[src/rtl/core/chm_pkg.sv]
// ----------------------------------------------------------------------------
// chm_pkg
// Shared types and constants of the chained hash map: request and response
// structs, operation and status codes, sequencer states.
// ----------------------------------------------------------------------------
package chm_pkg;

	localparam int BUCKETS_DEF    = 251;
	localparam int POOL_NODES_DEF = 256;

	localparam int OP_W    = 2;
	localparam int KEY_W   = 32;
	localparam int VAL_W   = 32;
	localparam int STAT_W  = 2;
	localparam int CNT_W   = 9;
	localparam int DIGIT_W = 4;

	typedef enum logic [OP_W-1:0] {
		OP_INSERT = 2'd0,
		OP_FIND   = 2'd1,
		OP_REMOVE = 2'd2
	} op_t;

	typedef enum logic [STAT_W-1:0] {
		STAT_OK   = 2'd0,
		STAT_MISS = 2'd1,
		STAT_FULL = 2'd2
	} status_t;

	typedef enum logic [3:0] {
		ST_CLEAR,
		ST_IDLE,
		ST_MOD,
		ST_HEAD,
		ST_WALK,
		ST_LINK,
		ST_LINK2,
		ST_REM,
		ST_FIN
	} state_t;

	typedef struct packed {
		logic [OP_W-1:0]  operation;
		logic [KEY_W-1:0] key;
		logic [VAL_W-1:0] value;
	} req_t;

	typedef struct packed {
		logic [STAT_W-1:0] status;
		logic [VAL_W-1:0]  found_value;
		logic [CNT_W-1:0]  entry_count;
	} rsp_t;

endpackage

[src/rtl/core/chm_mod.sv]
// ----------------------------------------------------------------------------
// chm_mod
// Iterative key modulo BUCKETS on one shared multiplier: reciprocal multiply
// for the quotient, back-multiply by BUCKETS, then subtract.
// ----------------------------------------------------------------------------
module chm_mod #(
	parameter int BUCKETS = chm_pkg::BUCKETS_DEF,
	localparam int BW = $clog2(BUCKETS)
) (
	input  logic                     clk,
	input  logic                     arst_n,
	input  logic                     start,
	input  logic [chm_pkg::KEY_W-1:0] key,
	output logic                     done,
	output logic [BW-1:0]            rem
);

	localparam int KW = chm_pkg::KEY_W;
	localparam int MW = KW + 1;
	localparam int PW = 2 * MW;
	localparam int SH = KW + BW;
	localparam logic [63:0] RECIP_W =
		((64'd1 << SH) + 64'(BUCKETS - 1)) / 64'(BUCKETS);
	localparam logic [MW-1:0] RECIP = RECIP_W[MW-1:0];
	localparam logic [MW-1:0] DIV   = MW'(BUCKETS);
	localparam logic [1:0]    LAST  = 2'd2;

	logic          busy_q;
	logic          done_q;
	logic [1:0]    cnt_q;
	logic [BW-1:0] rem_q;
	logic [KW-1:0] key_q;
	logic [PW-1:0] prod_q;
	logic [MW-1:0] mul_a;
	logic [MW-1:0] mul_b;
	logic [PW-1:0] prod;
	logic [KW-1:0] diff;

	// step 0: key * reciprocal, step 1: quotient * BUCKETS, step 2: subtract
	always_comb begin
		if (cnt_q == 2'd0) begin
			mul_a = {1'b0, key_q};
			mul_b = RECIP;
		end else begin
			mul_a = MW'(prod_q >> SH);
			mul_b = DIV;
		end
		prod = mul_a * mul_b;
		diff = key_q - prod_q[KW-1:0];
	end

	always_ff @(posedge clk or negedge arst_n) begin
		if (!arst_n) begin
			busy_q <= 1'b0;
			done_q <= 1'b0;
			cnt_q  <= '0;
		end else begin
			done_q <= busy_q && !start && (cnt_q == LAST);
			if (start) begin
				busy_q <= 1'b1;
				cnt_q  <= '0;
			end else if (busy_q) begin
				cnt_q <= cnt_q + 1'b1;
				if (cnt_q == LAST) begin
					busy_q <= 1'b0;
				end
			end
		end
	end

	always_ff @(posedge clk) begin
		if (start) begin
			key_q <= key;
		end else if (busy_q) begin
			prod_q <= prod;
			if (cnt_q == LAST) begin
				rem_q <= diff[BW-1:0];
			end
		end
	end

	assign done = done_q;
	assign rem  = rem_q;

endmodule

[config.mk]
export PLATFORM = sky130hd
export DESIGN_NAME = chm_mod
export DESIGN_NICKNAME = d
export VERILOG_FILES = /design/src/rtl/core/chm_pkg.sv /design/src/rtl/core/chm_mod.sv
export SDC_FILE = /design/constraint.sdc
export NUM_CORES = 1
export LEC_CHECK = 0
export BUFFER_PORTS_ARGS = -buffer_cell sky130_fd_sc_hd__buf_2
export CAP_MARGIN = 25
export CORE_ASPECT_RATIO = 1.75
export CORE_MARGIN = 2
export CORE_UTILIZATION = 25
export CTS_BUF_LIST = sky130_fd_sc_hd__clkbuf_16
export CTS_CLUSTER_DIAMETER = 120
export CTS_CLUSTER_SIZE = 40
export DETAILED_ROUTE_END_ITERATION = 16
export PLACE_DENSITY = 0.35
export SYNTH_ARGS = -nofsm -noshare
export SYNTH_HDL_FRONTEND = slang
export SYNTH_SLANG_ARGS = --single-unit
[constraint.sdc]
create_clock -name clk -period 11 [get_ports clk]
set_input_delay 2.2 -clock clk [delete_from_list [all_inputs] [get_ports clk]]
set_output_delay 2.2 -clock clk [all_outputs]
set_load 0.05 [all_outputs]
* After elaboration in Yosys (flattened, before gate mapping) *
Index checks and enable logic that the tools add are counted.
W data, S select, Z words.

storage, ports and cells
  register bits after elaboration = 109
  bits in latches = 0
  bits in writable memories = 0
  ROM bits = 0
  bits of input ports = 35
  word-level logic and storage cells = 25
  memories = 0

operators by class
  add/sub/neg operators = 2
  multipliers = 1
  div/mod/pow operators = 0
  order comparisons = 0
  eq/ne operators = 1
  shift operators = 0
  mux-type cells = 7
  bitwise operators = 1
  reduce and logical (&&, ||, !) cells = 7

operator list
  cell                   number
  $mul A32 B33 Y65       1
  $mux W33               1
  $mux W32               1
  $sub A8 B8 Y8          1
  $mux W2                2
  $mux W1                3
  $reduce_and A3 Y1      1
  $add A2 B1 Y2 const B  1
  $eq A2 B2 Y1 const B   1
  $logic_and A1 B1 Y1    2
  $logic_not A2 Y1       1
  $reduce_and A2 Y1      1
  $reduce_bool A2 Y1     1
  $logic_not A1 Y1       1
  $not A1 Y1             1

* Logic depth before layout (Yosys ltp) *
  depth in word-level cells = 4
  mapped depth = 37
  gate-level depth less buffers = 36

* Worst setup path before layout *
No wires, ideal clock.

  kind = reg2reg
  from = reg cnt_q[0]
  to = reg prod_q[63], data pin
  library setup time = 174 ps
  data arrival time = 8476 ps
  required time = 10826 ps
  slack = 2350 ps
  cell stages (with the launch flop) = 34
  buffers on the path = 2
  clock period less this slack = 8650 ps
  path through = dfrtp_1 inv_1 ha_1 buf_1 clkbuf_1 mux2i_1 inv_1 nand2_1 fa_1 fa_1 inv_1 fa_1 inv_1 fa_1 inv_1 fa_1 inv_1 fa_1 inv_1 fa_1 inv_1 fa_1 inv_1 ha_1 and3_4 a21o_1 o2111a_1 and3_1 a311o_1 o211ai_2 a21oi_1 o41ai_4 nor3_1 a311oi_1

between the ends
  cells in the longest elaborated chain, start to end = 3
  elaborated cells between the ends (all ways) = 4

ends and longest elaborated chain
  what                                  RTL line       text
  start, declared                       chm_mod.sv:30  logic [1:0] cnt_q;
  start signal, assigned                chm_mod.sv:63  cnt_q <= cnt_q + 1'b1;
  $logic_not A2 Y1 *                    chm_mod.sv:41  if (cnt_q == 2'd0) begin
  $mux W32 or $mux W33 (tied branches)  chm_mod.sv:41
  $mul A32 B33 Y65 *                    chm_mod.sv:48  prod = mul_a * mul_b;
  net prod[63]                          chm_mod.sv:36  logic [PW-1:0] prod;
  end signal, assigned                  chm_mod.sv:75  prod_q <= prod;
  end, declared                         chm_mod.sv:33  logic [PW-1:0] prod_q;

The timed path passes the listed nets; every way through them passes the cells marked *.
A chain may end at the register's enable or synchronous reset.

* Worst setup path after layout *
  from = reg cnt_q[0]
  to = reg prod_q[62], data pin

The elaborated chain is that of the path after synthesis.

==> impl_metrics.tcl <==
set metrics [dict create \
    viasPerCell 4.25 \
    synth.top_cells.by_area "fa_1, ha_1, inv_1" \
    syn_area_sq_um 21900 \
    firstDrtPassIters 5 \
    synth_cell_type_count 51 \
    tightest_slew_ns 0.932 \
    fin_crit_sh_pct 90.8 \
    grt-ovfl-total 0 \
    ys.flop_type "edfxtp_1" \
    diodes 0 \
    rsz0062_at_grt "no" \
    portBuffers 43 \
    grt_pass1_vias 16700 \
    yosysWarnings 0 \
    initial_core_util_pct 25.2 \
    grt_pass1_wl_microns 112000 \
    cp_common_cell "inv_1" \
    die_area_sq_um 90100 \
    cpMaxStageDelayCell "fa_1" \
    max_freq_mhz 100 \
    finalSetupTns_ns 0 \
    layout_common_cells "inv_1, fa_1, ha_1, nand2_1, edfxtp_1" \
    slew_violations 0 \
    first_iter_violations 531 \
    cts-resized-gates 0 \
    fin_crit_ns 9.99 \
    synth_edf_count 73 \
    syn2layout_area_growth_pct 9.49 \
    drive_gt1_share_pct 4.72 \
    dpl_cell_area_sq_um 23700 \
    gp_congestion 0.899 \
    cp.arrival_ns 10.13 \
    fin_skew_ns 0.0104 \
    required_ns 11.14 \
    path_buf_inv 10 \
    drtAntennaViolNets 0 \
    die_y_microns 396 \
    grt_max_degree 37 \
    slowest_delay_ns 0.60 \
    cts_num_sinks 77 \
    crit_fanout 8 \
    root_buffer "clkbuf_16" \
    drc 0 \
    wirelength_microns 75500 \
    dr_total_vias 14100 \
    cts_made_buffers 9 \
    synth_seq_cells 77 \
    synth_cells 2105 \
    cp_top_family "adder cells" \
    coreArea_sq_um 86800 \
    cts_tree "built" \
    final_common_cell "inv_1" \
    clk_latency_ns 0.39 \
    hp-class "reg -> reg" \
    syn_avg_cell_area_sq_um 10.4 \
    nets 3038 \
    holdBufCountCts 0 \
    async_flop_share_pct 5.19 \
    io_pins 44 \
    finalSetupViolCount 0 \
    max-cap-violations 0 \
    stdcell_area_sq_um 24000 \
    die_x_microns 228 \
    yosysTopAreaCell "fa_1" \
    outcome "finished clean" \
    ys_seq_area_share_pct 10.5 \
    worstSetupPathType "reg -> reg" \
    critPathCaptureType "register" \
    clockBufferDepth 2 \
    path_clk_slew_ns 0.07 \
    hold_viol 0 \
    post_cts_buffers 0 \
    rows 143 \
    startpoint_type "register" \
    grt_antenna_before_repair 0 \
    dp_hpwl_microns 69700 \
    grt_usage_pct 17.3 \
    synth_top_cell_area_share_pct 41.8 \
    fillCellCount 9209 \
    timing.slew.headroom_pct 37.3 \
    htree_levels 3 \
    wl_per_cell_microns 22.7 \
]
cell type report:
type | instances | area, sq um | share of cell area, %
tap | 1160 | 1450 | 6.05
timing repair buffer | 67 | 420 | 1.75
clock inverter | 7 | 67.6 | 0.282
sequential | 77 | 2290 | 9.56
clock buffer | 9 | 225 | 0.939
multi-input combinational | 1362 | 17100 | 71.4
inverter | 641 | 2410 | 10.0
sequential cells by signal, summed over array words and instances (netlist names):
name	flops
prod_q	33
key_q	32
rem	8
cnt_q	2
busy_q	1
done	1
cells by family after synthesis:
kind of cell	synth area share [%]
other	0.0171
adders and majority gates	63.9
xor gates and xnor gates	2.00
muxes	0.337
AOI/OAI and AO/OA	6.88
buffers and inverters	11.4
DFF	10.5
and+or+nand+nor	4.92
final timing paths:
path | startpoint | slack, ns | cells past startpoint | endpoint
hold / removal | cnt_q[0] | 0.55 | 2 | cnt_q[0]
setup reg to reg | cnt_q[0] | 1.01 | 33 | prod_q[62]
hold reg to reg | cnt_q[0] | 0.55 | 2 | cnt_q[0]
max in group asynchronous | arst_n | 9.21 | 1 | done
min in group asynchronous | arst_n | 1.63 | 1 | cnt_q[0]
setup / recovery | cnt_q[0] | 1.01 | 33 | prod_q[62]
through the flow:
stage / worst slack [ns] / utilization [%] / cells / hold slack [ns]
after CTS: 0.830 / 27.6 / 3322 / 0.552
after global placement: 0.881 / 27.3 / 3306 / 0.543
after detailed placement: 0.850 / 27.3 / 3306 / 0.534
final: 1.01 / 27.6 / 3323 / 0.549
after floorplan: 2.35 / - / 2106 / 0.510
after global routing: 0.521 / 27.6 / 3323 / 0.571
cells in the mapped netlist, types with 2 or more instances:
master,n
nand4_1,12
a211oi_1,9
mux2_2,3
inv_1,641
fa_1,457
and4_1,2
and2_1,9
a221o_1,3
nand3_1,17
o21bai_1,8
clkbuf_1,22
nor4_1,2
a21oi_1,71
o21a_1,5
buf_1,2
nand2b_1,9
nor2b_1,19
or2_2,10
o21ai_0,43
dfrtp_1,4
a21o_1,62
xor2_1,18
a31oi_1,9
edfxtp_1,73
ha_1,388
a21boi_0,2
o31a_1,3
nand2_1,87
buf_2,2
xnor2_1,32
mux2i_1,4
nor2_1,40
and3_1,11
o31ai_1,2
o211ai_1,5
nor3_1,4
metal layers:
metal | routed length (microns) | share of wire, % | vias to the layer above | global-route usage (%)
li1 | - | - | 6606 | -
met1 | 25500 | 34 | 7314 | 16.5
met2 | 46700 | 62 | 147 | 37.6
met3 | 826 | 1.1 | 54 | 1.18
met4 | 2550 | 3.4 | 0 | 5.74
met5 | 0 | 0 | - | 0
worst min-delay path, delay by kind of cell (launching register included):
kind	cells	cell delay [ns]
and+or+nand+nor	1	0.04
xor gates and xnor gates	1	0.12
DFF	1	0.36
Power is left out: the tool's default activity adds up to more than one toggle a clock period on the data nets, which glitch-free logic cannot reach.
